## src/tsrl_pkg.sv

```systemverilog
// shared types, widths and codes of the tileset source rectangle lookup
package tsrl_pkg;

    localparam int MAX_SETS_DEF = 8;

    localparam int CMD_W    = 2;
    localparam int ID_W     = 24;
    localparam int TOTAL_W  = 17;
    localparam int CELL_W   = 11;
    localparam int BORDER_W = 10;
    localparam int COLS_W   = 12;
    localparam int TEX_W    = 16;
    localparam int POS_W    = 32;
    localparam int STEP_W   = 12;
    localparam int REL_W    = ID_W + 1;
    localparam int PRODX_W  = STEP_W + COLS_W;
    localparam int PRODY_W  = STEP_W + ID_W;
    localparam int SUM_W    = PRODY_W + 2;

    localparam int S_TDATA_W = 136;
    localparam int M_TDATA_W = 104;

    typedef enum logic [CMD_W-1:0] {
        CMD_APPEND = 2'd0,
        CMD_LOOKUP = 2'd1,
        CMD_CLEAR  = 2'd2
    } cmd_e;

    typedef struct packed {
        logic [ID_W-1:0]            first_id;
        logic signed [TOTAL_W-1:0]  tile_total;
        logic [CELL_W-1:0]          cell_width;
        logic [CELL_W-1:0]          cell_height;
        logic [BORDER_W-1:0]        border;
        logic [BORDER_W-1:0]        gap;
        logic [COLS_W-1:0]          atlas_columns;
        logic [TEX_W-1:0]           atlas_texture;
    } entry_t;

    typedef struct packed {
        logic table_write;
        logic table_clear;
        logic lookup_load;
        logic idx_inc;
        logic div_start;
        logic mul_load;
        logic out_load;
        logic out_found;
    } ctrl_cmd_t;

    typedef struct packed {
        logic empty;
        logic below_first;
        logic entry_hit;
        logic last_entry;
        logic cols_zero;
        logic div_done;
    } ctrl_sts_t;

endpackage

```

## src/tsrl_div.sv

```systemverilog
// serial restoring divider, one quotient bit per cycle
module tsrl_div (
    input  logic                        aclk,
    input  logic                        aresetn,
    input  logic                        start,
    input  logic [tsrl_pkg::ID_W-1:0]   dividend,
    input  logic [tsrl_pkg::COLS_W-1:0] divisor,
    output logic [tsrl_pkg::ID_W-1:0]   quotient,
    output logic [tsrl_pkg::COLS_W-1:0] remainder,
    output logic                        done
);

    localparam int DivW = tsrl_pkg::ID_W;
    localparam int RemW = tsrl_pkg::COLS_W;
    localparam int CntW = $clog2(DivW);

    logic            busy_reg;
    logic            done_reg;
    logic [CntW-1:0] cnt_reg;
    logic [RemW-1:0] rem_reg;
    logic [DivW-1:0] quo_reg;

    logic [RemW:0]   trial;
    logic            ge;
    logic [RemW:0]   diff;
    logic [RemW-1:0] rem_next;
    logic [DivW-1:0] quo_next;

    always_comb begin
        trial    = {rem_reg, quo_reg[DivW-1]};
        ge       = trial >= {1'b0, divisor};
        diff     = trial - {1'b0, divisor};
        rem_next = ge ? diff[RemW-1:0] : trial[RemW-1:0];
        quo_next = {quo_reg[DivW-2:0], ge};
    end

    always_ff @(posedge aclk) begin
        if (!aresetn) begin
            busy_reg <= 1'b0;
            done_reg <= 1'b0;
            cnt_reg  <= '0;
        end else begin
            done_reg <= busy_reg && !start && (cnt_reg == CntW'(DivW - 1));
            if (start) begin
                busy_reg <= 1'b1;
                cnt_reg  <= '0;
            end else if (busy_reg) begin
                cnt_reg <= cnt_reg + 1'b1;
                if (cnt_reg == CntW'(DivW - 1)) begin
                    busy_reg <= 1'b0;
                end
            end
        end
    end

    always_ff @(posedge aclk) begin
        if (start) begin
            rem_reg <= '0;
            quo_reg <= dividend;
        end else if (busy_reg) begin
            rem_reg <= rem_next;
            quo_reg <= quo_next;
        end
    end

    assign quotient  = quo_reg;
    assign remainder = rem_reg;
    assign done      = done_reg;

endmodule

```

## src/tsrl_dpath.sv

```systemverilog
// tileset table, search compare, divide, multiply and result register
module tsrl_dpath #(
    parameter int MaxSets = tsrl_pkg::MAX_SETS_DEF
) (
    input  logic                        aclk,
    input  logic                        aresetn,
    input  tsrl_pkg::ctrl_cmd_t         cmd,
    output tsrl_pkg::ctrl_sts_t         sts,
    input  tsrl_pkg::entry_t            entry_in,
    input  logic [tsrl_pkg::ID_W-1:0]   lookup_id,
    output logic                        found,
    output logic [tsrl_pkg::POS_W-1:0]  src_x,
    output logic [tsrl_pkg::POS_W-1:0]  src_y,
    output logic [tsrl_pkg::CELL_W-1:0] src_w,
    output logic [tsrl_pkg::CELL_W-1:0] src_h,
    output logic [tsrl_pkg::TEX_W-1:0]  texture_handle
);

    localparam int IdxW    = (MaxSets > 1) ? $clog2(MaxSets) : 1;
    localparam int CntW    = $clog2(MaxSets + 1);
    localparam int ID_W    = tsrl_pkg::ID_W;
    localparam int REL_W   = tsrl_pkg::REL_W;
    localparam int STEP_W  = tsrl_pkg::STEP_W;
    localparam int SUM_W   = tsrl_pkg::SUM_W;
    localparam int POS_W   = tsrl_pkg::POS_W;

    localparam logic signed [SUM_W-1:0] SatHi = SUM_W'(64'sd2147483647);
    localparam logic signed [SUM_W-1:0] SatLo = -SatHi - SUM_W'(1);

    tsrl_pkg::entry_t table_mem [MaxSets];
    tsrl_pkg::entry_t rd_reg;

    logic [CntW-1:0]                 count_reg;
    logic [IdxW-1:0]                 idx_reg;
    logic [ID_W-1:0]                 id_reg;
    logic                            neg_reg;
    logic [tsrl_pkg::PRODX_W-1:0]    prod_x_reg;
    logic [tsrl_pkg::PRODY_W-1:0]    prod_y_reg;

    logic                            found_reg;
    logic [POS_W-1:0]                x_reg;
    logic [POS_W-1:0]                y_reg;
    logic [tsrl_pkg::CELL_W-1:0]     w_reg;
    logic [tsrl_pkg::CELL_W-1:0]     h_reg;
    logic [tsrl_pkg::TEX_W-1:0]      tex_reg;

    logic                            write_en;
    logic [REL_W-1:0]                rel;
    logic [REL_W-1:0]                rel_mag;
    logic [REL_W-1:0]                range_end;
    logic [STEP_W-1:0]               step_x;
    logic [STEP_W-1:0]               step_y;
    logic signed [SUM_W-1:0]         sum_x;
    logic signed [SUM_W-1:0]         sum_y;
    logic [ID_W-1:0]                 div_quo;
    logic [tsrl_pkg::COLS_W-1:0]     div_rem;
    logic                            div_done;

    function automatic logic [POS_W-1:0] sat32(input logic signed [SUM_W-1:0] v);
        logic [POS_W-1:0] r;
        if (v > SatHi) begin
            r = SatHi[POS_W-1:0];
        end else if (v < SatLo) begin
            r = SatLo[POS_W-1:0];
        end else begin
            r = v[POS_W-1:0];
        end
        return r;
    endfunction

    assign write_en = cmd.table_write && (count_reg < CntW'(MaxSets));

    // table: one write port at the fill count, one registered read at the walk index
    always_ff @(posedge aclk) begin
        if (write_en) begin
            table_mem[count_reg[IdxW-1:0]] <= entry_in;
        end
        rd_reg <= table_mem[idx_reg];
    end

    always_ff @(posedge aclk) begin
        if (!aresetn) begin
            count_reg <= '0;
        end else if (cmd.table_clear) begin
            count_reg <= '0;
        end else if (write_en) begin
            count_reg <= count_reg + 1'b1;
        end
    end

    // search compare on the registered entry
    always_comb begin
        range_end = {1'b0, rd_reg.first_id} + REL_W'(rd_reg.tile_total[tsrl_pkg::TOTAL_W-2:0]);
        rel       = {1'b0, id_reg} - {1'b0, rd_reg.first_id};
        rel_mag   = rel[REL_W-1] ? (~rel + 1'b1) : rel;
        step_x    = STEP_W'(rd_reg.cell_width) + STEP_W'(rd_reg.gap);
        step_y    = STEP_W'(rd_reg.cell_height) + STEP_W'(rd_reg.gap);

        sts.empty       = (count_reg == '0);
        sts.below_first = (idx_reg == '0) && (id_reg < rd_reg.first_id);
        sts.entry_hit   = rd_reg.tile_total[tsrl_pkg::TOTAL_W-1] ||
                          ({1'b0, id_reg} < range_end);
        sts.last_entry  = ((CntW'(idx_reg) + 1'b1) == count_reg);
        sts.cols_zero   = (rd_reg.atlas_columns == '0);
        sts.div_done    = div_done;
    end

    always_ff @(posedge aclk) begin
        if (cmd.lookup_load) begin
            id_reg <= lookup_id;
        end
    end

    always_ff @(posedge aclk) begin
        if (!aresetn) begin
            idx_reg <= '0;
        end else if (cmd.lookup_load) begin
            idx_reg <= '0;
        end else if (cmd.idx_inc) begin
            idx_reg <= idx_reg + 1'b1;
        end
    end

    // sign of the relative id, division works on magnitudes
    always_ff @(posedge aclk) begin
        if (cmd.div_start) begin
            neg_reg <= rel[REL_W-1];
        end
    end

    tsrl_div u_div (
        .aclk      (aclk),
        .aresetn   (aresetn),
        .start     (cmd.div_start),
        .dividend  (rel_mag[ID_W-1:0]),
        .divisor   (rd_reg.atlas_columns),
        .quotient  (div_quo),
        .remainder (div_rem),
        .done      (div_done)
    );

    always_ff @(posedge aclk) begin
        if (cmd.mul_load) begin
            prod_x_reg <= step_x * div_rem;
            prod_y_reg <= step_y * div_quo;
        end
    end

    always_comb begin
        sum_x = neg_reg ? ($signed(SUM_W'(rd_reg.border)) - $signed(SUM_W'(prod_x_reg)))
                        : ($signed(SUM_W'(rd_reg.border)) + $signed(SUM_W'(prod_x_reg)));
        sum_y = neg_reg ? ($signed(SUM_W'(rd_reg.border)) - $signed(SUM_W'(prod_y_reg)))
                        : ($signed(SUM_W'(rd_reg.border)) + $signed(SUM_W'(prod_y_reg)));
    end

    always_ff @(posedge aclk) begin
        if (cmd.out_load) begin
            if (cmd.out_found) begin
                found_reg <= 1'b1;
                x_reg     <= sat32(sum_x);
                y_reg     <= sat32(sum_y);
                w_reg     <= rd_reg.cell_width;
                h_reg     <= rd_reg.cell_height;
                tex_reg   <= rd_reg.atlas_texture;
            end else begin
                found_reg <= 1'b0;
                x_reg     <= '0;
                y_reg     <= '0;
                w_reg     <= '0;
                h_reg     <= '0;
                tex_reg   <= '0;
            end
        end
    end

    assign found          = found_reg;
    assign src_x          = x_reg;
    assign src_y          = y_reg;
    assign src_w          = w_reg;
    assign src_h          = h_reg;
    assign texture_handle = tex_reg;

    a_count_bound: assert property (@(posedge aclk) disable iff (!aresetn)
        count_reg <= CntW'(MaxSets))
        else $error("table fill count beyond table depth");

    a_append_grows: assert property (@(posedge aclk) disable iff (!aresetn)
        write_en && !cmd.table_clear |=> count_reg == $past(count_reg) + 1'b1)
        else $error("append did not advance the fill count");

    a_found_cols: assert property (@(posedge aclk) disable iff (!aresetn)
        cmd.out_load && cmd.out_found |-> rd_reg.atlas_columns != '0)
        else $error("found result from a tileset with zero columns");

    a_div_before_mul: assert property (@(posedge aclk) disable iff (!aresetn)
        cmd.mul_load |-> $past(div_done))
        else $error("multiply loaded without a finished divide");

endmodule

```

## src/tsrl_ctrl.sv

```systemverilog
// command sequencer: accepts items, walks the table, runs divide and multiply
module tsrl_ctrl (
    input  logic                      aclk,
    input  logic                      aresetn,
    input  logic                      s_tvalid,
    output logic                      s_tready,
    input  logic [tsrl_pkg::CMD_W-1:0] command,
    output logic                      m_tvalid,
    input  logic                      m_tready,
    output tsrl_pkg::ctrl_cmd_t       cmd,
    input  tsrl_pkg::ctrl_sts_t       sts
);

    typedef enum logic [2:0] {
        ST_IDLE,
        ST_FETCH,
        ST_CHECK,
        ST_DIVIDE,
        ST_MULT,
        ST_DONE
    } state_t;

    state_t state_reg, state_next;
    logic   hit_reg, hit_next;
    logic   out_valid_reg, out_valid_next;

    always_comb begin
        state_next = state_reg;
        hit_next   = hit_reg;
        cmd        = '0;
        s_tready   = 1'b0;

        case (state_reg)
            ST_IDLE: begin
                s_tready = 1'b1;
                if (s_tvalid) begin
                    case (command)
                        tsrl_pkg::CMD_APPEND: begin
                            cmd.table_write = 1'b1;
                        end
                        tsrl_pkg::CMD_CLEAR: begin
                            cmd.table_clear = 1'b1;
                        end
                        tsrl_pkg::CMD_LOOKUP: begin
                            cmd.lookup_load = 1'b1;
                            if (sts.empty) begin
                                hit_next   = 1'b0;
                                state_next = ST_DONE;
                            end else begin
                                state_next = ST_FETCH;
                            end
                        end
                        default: begin
                        end
                    endcase
                end
            end
            ST_FETCH: begin
                state_next = ST_CHECK;
            end
            ST_CHECK: begin
                if (sts.below_first) begin
                    hit_next   = 1'b0;
                    state_next = ST_DONE;
                end else if (sts.entry_hit) begin
                    if (sts.cols_zero) begin
                        hit_next   = 1'b0;
                        state_next = ST_DONE;
                    end else begin
                        cmd.div_start = 1'b1;
                        state_next    = ST_DIVIDE;
                    end
                end else if (sts.last_entry) begin
                    hit_next   = 1'b0;
                    state_next = ST_DONE;
                end else begin
                    cmd.idx_inc = 1'b1;
                    state_next  = ST_FETCH;
                end
            end
            ST_DIVIDE: begin
                if (sts.div_done) begin
                    state_next = ST_MULT;
                end
            end
            ST_MULT: begin
                cmd.mul_load = 1'b1;
                hit_next     = 1'b1;
                state_next   = ST_DONE;
            end
            ST_DONE: begin
                if (!out_valid_reg || m_tready) begin
                    cmd.out_load  = 1'b1;
                    cmd.out_found = hit_reg;
                    state_next    = ST_IDLE;
                end
            end
            default: begin
                state_next = ST_IDLE;
            end
        endcase

        if (cmd.out_load) begin
            out_valid_next = 1'b1;
        end else if (m_tready) begin
            out_valid_next = 1'b0;
        end else begin
            out_valid_next = out_valid_reg;
        end
    end

    always_ff @(posedge aclk) begin
        if (!aresetn) begin
            state_reg     <= ST_IDLE;
            hit_reg       <= 1'b0;
            out_valid_reg <= 1'b0;
        end else begin
            state_reg     <= state_next;
            hit_reg       <= hit_next;
            out_valid_reg <= out_valid_next;
        end
    end

    assign m_tvalid = out_valid_reg;

endmodule

```

## src/tileset_source_rect_lookup.sv

```systemverilog
// top level of the tileset source rectangle lookup
// Resolves global tile ids to atlas source rectangles against a table of up to
// MAX_SETS tilesets. s_tuser carries the command: append a tileset entry at the
// end of the table (ignored when full), look up a tile id, or clear the table;
// the fourth code is dropped. Only a lookup produces a result transfer on the
// m_ side, with m_tuser as the found flag and an all-zero rectangle when the
// table is empty, the id is below the first tileset or past every range, or
// the id hits a tileset with zero columns. Append, clear and the unused code
// are taken in idle without leaving it. A lookup walks the table from index 0,
// and each entry examined passes through a fetch and a check state because the
// table is a memory with a registered read port. On a hit the column/row split
// of the relative id is done in a bit-serial divider (24 quotient bits), then
// come a multiply state and a result state. A miss or a zero column count skips
// the divide and goes to the result state, as does a lookup on an empty table.
// The block is back in idle in the cycle after the result is loaded. A finished
// result sits in the output register while the next item is taken in; a lookup
// that finishes while that result is still waiting holds in its result state
// until the result transfer happens. The block takes one item at a time.
module tileset_source_rect_lookup #(
    parameter int MAX_SETS = tsrl_pkg::MAX_SETS_DEF
) (
    input  logic                              aclk,
    input  logic                              aresetn,
    input  logic                              s_tvalid,
    output logic                              s_tready,
    // first_id, tile_total, cell_width, cell_height, border, gap,
    // atlas_columns, atlas_texture, lookup_id, zero pad
    input  logic [tsrl_pkg::S_TDATA_W-1:0]    s_tdata,
    // command
    input  logic [tsrl_pkg::CMD_W-1:0]        s_tuser,
    output logic                              m_tvalid,
    input  logic                              m_tready,
    // src_x, src_y, src_w, src_h, texture_handle, zero pad
    output logic [tsrl_pkg::M_TDATA_W-1:0]    m_tdata,
    // found
    output logic                              m_tuser
);

    tsrl_pkg::ctrl_cmd_t         cmd;
    tsrl_pkg::ctrl_sts_t         sts;
    tsrl_pkg::entry_t            entry_in;
    logic [tsrl_pkg::ID_W-1:0]   lookup_id;

    logic                        found;
    logic [tsrl_pkg::POS_W-1:0]  src_x;
    logic [tsrl_pkg::POS_W-1:0]  src_y;
    logic [tsrl_pkg::CELL_W-1:0] src_w;
    logic [tsrl_pkg::CELL_W-1:0] src_h;
    logic [tsrl_pkg::TEX_W-1:0]  texture_handle;

    // unpack the input transfer, lowest field first
    always_comb begin
        entry_in.first_id      = s_tdata[23:0];
        entry_in.tile_total    = s_tdata[40:24];
        entry_in.cell_width    = s_tdata[51:41];
        entry_in.cell_height   = s_tdata[62:52];
        entry_in.border        = s_tdata[72:63];
        entry_in.gap           = s_tdata[82:73];
        entry_in.atlas_columns = s_tdata[94:83];
        entry_in.atlas_texture = s_tdata[110:95];
        lookup_id              = s_tdata[134:111];
    end

    tsrl_ctrl u_ctrl (
        .aclk     (aclk),
        .aresetn  (aresetn),
        .s_tvalid (s_tvalid),
        .s_tready (s_tready),
        .command  (s_tuser),
        .m_tvalid (m_tvalid),
        .m_tready (m_tready),
        .cmd      (cmd),
        .sts      (sts)
    );

    tsrl_dpath #(
        .MaxSets (MAX_SETS)
    ) u_dpath (
        .aclk           (aclk),
        .aresetn        (aresetn),
        .cmd            (cmd),
        .sts            (sts),
        .entry_in       (entry_in),
        .lookup_id      (lookup_id),
        .found          (found),
        .src_x          (src_x),
        .src_y          (src_y),
        .src_w          (src_w),
        .src_h          (src_h),
        .texture_handle (texture_handle)
    );

    // pack the result transfer, lowest field first
    assign m_tdata = {2'b00, texture_handle, src_h, src_w, src_y, src_x};
    assign m_tuser = found;

endmodule

```

## config.mk

```make
export PLATFORM = sky130hd
export DESIGN_NAME = tileset_source_rect_lookup
export DESIGN_NICKNAME = d
export VERILOG_FILES = /design/src/tsrl_pkg.sv /design/src/tsrl_div.sv /design/src/tsrl_dpath.sv /design/src/tsrl_ctrl.sv /design/src/tileset_source_rect_lookup.sv
export SDC_FILE = /design/constraint.sdc
export NUM_CORES = 2
export LEC_CHECK = 0
export BUFFER_PORTS_ARGS = -buffer_cell sky130_fd_sc_hd__buf_2
export CAP_MARGIN = 20
export CORE_MARGIN = 2
export CORE_UTILIZATION = 68
export DETAILED_ROUTE_END_ITERATION = 8
export GPL_TIMING_DRIVEN = 0
export PLACE_DENSITY = 0.86
export SLEW_MARGIN = 20
export SYNTH_ARGS = -nofsm -noshare
export SYNTH_HDL_FRONTEND = slang
export SYNTH_SLANG_ARGS = --single-unit
```

## constraint.sdc

```tcl
create_clock -name aclk -period 14.94 [get_ports aclk]
set_clock_uncertainty 0.1 [all_clocks]
set_input_delay 1.494 -clock aclk [delete_from_list [all_inputs] [get_ports aclk]]
set_output_delay 1.494 -clock aclk [all_outputs]
set_load 0.005 [all_outputs]
```

# [After elaboration in Yosys (flattened, before gate mapping)]
# Memories as Yosys holds them, arrays and structs flattened. A register that Yosys moved wholly into a read port is not among the register bits.
# Cells that the tools add are included.
[totals] register_bits=243 ramBits=888 inputBits=142 out_inout_bits=107 word_cells=140 n_memories=1
[classes] n_addsub=14 multipliers=2 order_cmp=8 n_eq_ne=16 n_mux=51 bitwise_logic=3 n_reduce_logical=23
[memory_table] memory="u_dpath.table_mem" words=8 width=111 read_ports=1 rd_ports_with_merged_regs=1 wr=1 line_no="tsrl_dpath.sv:30" rtl="tsrl_pkg::entry_t table_mem [MaxSets];"
[op_table] cell="38-bit by 32-bit greater-than comparator with 1-bit output, second input constant" count=2
[op_table] cell="38-bit by 32-bit less-than comparator with 1-bit output, second input constant" count=2
[op_table] cell="38-bit two-way mux" count=2
[op_table] cell="24-bit two-way mux" count=3
[op_table] cell="32-bit two-way mux" count=2
[op_table] cell="31-bit two-way mux" count=2
[op_table] cell="10-bit by 36-bit adder with 37-bit output" count=1
[op_table] cell="10-bit by 36-bit subtractor with 37-bit output" count=1
[op_table] cell="12-bit by 24-bit multiplier with 36-bit output" count=1
[op_table] cell="3-bit two-way mux" count=11
[op_table] cell="10-bit by 24-bit adder with 25-bit output" count=1
[op_table] cell="24-bit by 16-bit adder with 25-bit output" count=1
[op_table] cell="24-bit by 25-bit less-than comparator with 1-bit output" count=1
[op_table] cell="10-bit by 24-bit subtractor with 25-bit output" count=1
[op_table] cell="24-bit by 24-bit subtractor with 25-bit output" count=1
[op_table] cell="11-bit by 10-bit adder with 12-bit output" count=2
[op_table] cell="24-bit by 1-bit adder with 24-bit output, second input constant" count=1
[op_table] cell="24-bit less-than comparator" count=1
[op_table] cell="12-bit by 12-bit multiplier with 24-bit output" count=1
[op_table] cell="1-bit two-way mux" count=24
[op_table] cell="24-bit NOT" count=1
[op_table] cell="3-bit one-hot mux with 6 select lines" count=1
[op_table] cell="13-bit by 12-bit greater-or-equal comparator with 1-bit output" count=1
[op_table] cell="12-bit logical NOT" count=1
[op_table] cell="31 further kinds" count=52

# [Longest topological paths before layout]
[depth] ltp_word=9 mapped_depth=35 ltp_nobuf=34

# [Modules after synthesis]
# From an unflattened synthesis, not the netlist that was laid out.
[unflattened] hier_cells=4687 area_unflattened_um2=65367.7
[modules_own_cells] mod="tsrl_dpath" n_inst=1 cells_each=4403 area_each_um2=62439.9 seq_area_each_um2=34493.1
[modules_own_cells] mod="tsrl_div" n_inst=1 cells_each=229 area_each_um2=2487.4 seq_area_each_um2=1101.1
[modules_own_cells] mod="tsrl_ctrl" n_inst=1 cells_each=52 area_each_um2=421.7 seq_area_each_um2=100.1
[modules_own_cells] mod="tileset_source_rect_lookup" n_inst=1 cells_each=3 area_each_um2=18.8 seq_area_each_um2=0.0

# [Least setup slack after synthesis]
# No wires, ideal clock.
[synth_timing] kind="input-to-reg" startpoint="input port s_tuser[0] (netlist name)" endpoint="memory u_dpath.table_mem[0][0] (netlist name) (enable)" setup_ps=717 t_arrival_ps=9648 required_ps=14123 path_slack_ps=4475 stages=4 n_path_buf=0 cell_sequence="nand3b_1 -> nor3_1 -> nand2_1 -> nor3_1"
[synth_between] elab_chain_len=7
[synth_rtl] item="start, declared" line_no="tileset_source_rect_lookup.sv:30" rtl="input logic [tsrl_pkg::CMD_W-1:0] s_tuser,"
[synth_rtl] item="2-bit logical NOT" line_no="tsrl_ctrl.sv:37" rtl="case (command)"
[synth_rtl] item="1-bit two-way mux" line_no="tsrl_ctrl.sv:37"
[synth_rtl] item="3-bit two-way mux" line_no="tsrl_ctrl.sv:36" rtl="if (s_tvalid) begin"
[synth_rtl] item="3-bit two-way mux" line_no="tsrl_ctrl.sv:33" rtl="case (state_reg)"
[synth_rtl] item="1-bit logical AND" line_no="tsrl_dpath.sv:71" rtl="assign write_en = cmd.table_write && (count_reg < CntW'(MaxSets));"
[synth_rtl] item="1-bit two-way mux" line_no="tsrl_dpath.sv:75" rtl="if (write_en) begin"
[synth_rtl] item="1-bit two-way mux (implied by the code)" line_no="tsrl_dpath.sv:76" rtl="table_mem[count_reg[IdxW-1:0]] <= entry_in;"
[synth_rtl] item="end, declared" line_no="tsrl_dpath.sv:30"
# No other way between the ends.

# [Final worst setup path]
[layout_timing] startpoint="register u_dpath.rd_reg[48] (netlist name)" endpoint="register u_dpath.prod_y_reg[35] (netlist name) (data pin)"
[layout_between] elab_chain_len=2
[layout_rtl] item="11-bit by 10-bit adder with 12-bit output" line_no="tsrl_dpath.sv:97" rtl="step_y = STEP_W'(rd_reg.cell_height) + STEP_W'(rd_reg.gap);"
[layout_rtl] item="12-bit by 24-bit multiplier with 36-bit output" line_no="tsrl_dpath.sv:145" rtl="prod_y_reg <= step_y * div_quo;"
[layout_rtl] item="end signal, assigned" line_no="tsrl_dpath.sv:145"
[layout_rtl] item="end, declared" line_no="tsrl_dpath.sv:38" rtl="logic [tsrl_pkg::PRODY_W-1:0] prod_y_reg;"
# No other way between the ends.
# A chain may end at the register's enable or synchronous reset.

==> results.json <==
{
  "relSlewSlack_pct": 10.7,
  "required_ns": 15.31,
  "yosysSeqAreaShare_pct": 54.6,
  "clk-insertion-delay-late_ns": 0.76,
  "root_buffer": "clkbuf_16",
  "drive_above_1_share_pct": 17.2,
  "drv_slew": 0,
  "worst_ep_arrival_time_ns": 10.73,
  "rsz0062_at_grt": "no",
  "clockBufferDepth": 3,
  "post-dp-hpwl_mm": 118,
  "largest_reg_flops": 888,
  "die_x_microns": 314,
  "drv_cap": 0,
  "dr_total_vias": 44263,
  "synth-edff-count": 1094,
  "drc": 0,
  "critical_path_peak_fanout": 10,
  "fp.dieArea_sq_um": 98600,
  "finalSetupViolations": 0,
  "layout.nets": 5929,
  "max_freq_mhz": 96.5,
  "grt_start_max_net_pins": 61,
  "min_period_ns": 10.36,
  "synth_cell_type_count": 89,
  "via_per_inst": 6.73,
  "grt_use_total_pct": 37.5,
  "rows": 113,
  "grt_pass1_wl_mm": 273,
  "clk_pin_slew_worst_paths_ns": 0.06,
  "synth_area_sq_um": 65300,
  "worst_slew_pin_slew_ns": 1.34,
  "ys_seq_elements": 1236,
  "totalWireLength_mm": 193,
  "drtIter0Drc": 6240,
  "overflow": 0,
  "outcome": "finished, final reports clean",
  "routedWlPerCell_microns": 29.4,
  "r2r_start": "u_dpath.rd_reg[48]",
  "gp_congestion": 0.954,
  "register_area_sq_um": 35700,
  "syn2layout_area_growth_pct": 12.8,
  "critPathKind": "flip-flop to flip-flop",
  "port_buffers": 245,
  "synth.avg_cell_area_sq_um": 13.8,
  "yosys_warnings": 0,
  "postRouteAntennaNets": 0,
  "cts_hold_buf": 0,
  "fillerInstances": 5124,
  "ctsResizeCount": 0,
  "ff2ff_path_depth": 32,
  "stdcell_area_sq_um": 73700,
  "start_util_pct": 68.7,
  "clock-sinks": 1236,
  "worst_setup_path_end_kind": "flip-flop",
  "start_kind": "flip-flop",
  "cts_made_buffers": 118,
  "critPathMaxStageDelay_ns": 0.94,
  "hold_viol": 0,
  "crit_path_end": "u_dpath.prod_y_reg[35]",
  "crit_start": "u_dpath.rd_reg[48]",
  "synth_flop_cell": "edfxtp_1",
  "firstDrtPassIters": 9,
  "dieHeight_microns": 314,
  "synth_cells": 4733,
  "cpMaxStageDelayCell": "a2111oi_0",
  "grt_pass1_vias": 43740,
  "multi_input_area_sq_um": 27000,
  "reg2reg_to": "u_dpath.prod_y_reg[35]",
  "hold_path.class": "flip-flop to flip-flop",
  "core_area_sq_um": 95200,
  "finalCritPeriodShare_pct": 69.3,
  "placed_area_sq_um": 69500,
  "antenna_found_initial": 32,
  "io-pin-count": 249,
  "cp_common_cell": "o21ai_0",
  "r2r_slack_ns": 4.58,
  "synthArstFlopShare_pct": 0,
  "cts_tree": "done",
  "ctsHtreeMaxLevel": 3,
  "cts_setup_buffers": 0
}
-- worst max-delay path, delay by kind of cell, from the launching register on --
family          cells  cell delay [ns]
compound gates     15             4.43
fa+ha+maj           8             3.56
simple gates        4             0.88
buf+inv             4             0.51
flops               1             0.43
xor+xnor            1             0.14
-- layout make-up --
cell class,instances,share of cell area (%)
timing repair buffer,327,3.48
clock inverter,78,1.23
antenna,25,0.0849
multi-input combinational,2777,36.6
sequential,1236,48.4
tap,1265,2.15
buffer,204,1.11
inverter,517,2.63
clock buffer,147,4.25
-- cell usage after synthesis, types with 9 or more instances --
cell type,count,share of area [%]
nor4_1,14,0.13
o21ai_1,9,0.069
clkbuf_1,156,0.90
nand2_1,431,2.5
a21o_1,45,0.52
mux2_2,112,1.9
a21boi_0,14,0.16
buf_1,35,0.20
xnor2_1,125,1.7
mux2i_1,14,0.21
or3_1,11,0.11
ha_1,277,5.3
nor2b_1,25,0.24
mux4_2,222,7.7
nand4_1,15,0.14
edfxtp_1,1094,50
nor2_1,174,1.0
fa_1,329,10
xor2_1,60,0.80
and2_1,143,1.4
nand2b_1,47,0.45
o211ai_1,20,0.23
o31ai_1,15,0.17
o21ai_0,159,1.2
a21oi_1,149,1.1
buf_4,11,0.13
inv_1,516,3.0
nand3_1,43,0.33
dfxtp_1,142,4.4
and4_1,10,0.13
o21a_1,16,0.18
o21bai_1,21,0.24
a211oi_1,28,0.32
nor3_1,43,0.33
and3_1,56,0.54
a31oi_1,24,0.23
-- stage by stage --
stage               cells  hold slack, ns  setup TNS, ns  worst slack [ns]  utilization [%]
global placement     6244           0.370        -695.95             -3.18             71.6
finish               6576           0.433              0              4.58             77.4
floorplan            4734           0.353              0              4.48                -
detailed placement   6322           0.376              0              4.93             73.1
global route         6565           0.452              0              3.97             77.4
CTS                  6547           0.421              0              4.75             77.3
-- cells by family (layout without fill, tap and decap cells) --
logic type | count (synthesis) | count (layout) | share of synthesized area, %
flops | 1236 | 1236 | 54.6
compound gates | 587 | 587 | 5.77
fa+ha+maj | 606 | 606 | 15.4
simple gates | 1048 | 1048 | 7.70
buf+inv | 721 | 1273 | 4.21
xor+xnor | 185 | 185 | 2.48
mux | 349 | 349 | 9.82
other cells | 1 | 27 | 0.00574
-- worst min path at each step --
stage               depth (start not counted)  slack (ns)            endpoint                     start
CTS                                         2        0.42  u_dpath.u_div.done  u_dpath.u_div.cnt_reg[4]
detailed placement                          2        0.38  u_dpath.u_div.done  u_dpath.u_div.cnt_reg[4]
floorplan                                   2        0.35  u_dpath.u_div.done  u_dpath.u_div.cnt_reg[4]
global placement                            2        0.37  u_dpath.u_div.done  u_dpath.u_div.cnt_reg[4]
global route                                2        0.45  u_dpath.u_div.done  u_dpath.u_div.cnt_reg[4]
finish                                      2        0.43  u_dpath.u_div.done  u_dpath.u_div.cnt_reg[4]
-- placed cells by master, fill, tap and decap left out, types with 16 or more instances in the layout --
master	count
bufinv_16	16
diode_2	25
clkbuf_1	176
clkinv_1	21
mux2_2	112
buf_4	41
o21bai_1	21
fa_1	329
ha_1	277
nor3_1	41
a21oi_1	149
clkinv_2	25
xnor2_1	124
buf_12	22
dfxtp_1	142
o21a_1	16
a21o_1	45
buf_1	30
edfxtp_1	1094
xor2_1	60
o211ai_1	20
and3_1	56
nand2b_1	46
inv_1	516
mux4_2	222
and2_1	142
clkbuf_16	118
o21ai_0	158
a31oi_1	24
buf_16	20
buf_2	247
nor2_1	167
nand2_1	431
a211oi_1	28
nor2b_1	25
nand3_1	43
-- layer usage --
metal	share of wire (%)	GRT usage, %	routed length [microns]
met4	7.7	22.5	14900
met1	32	46.3	62600
met5	0.11	0	220
met3	12	9.45	24000
met2	47	60.3	91400
Power is left out: the tool's default activity adds up to more than one toggle a clock period on the data nets, which glitch-free logic cannot reach.
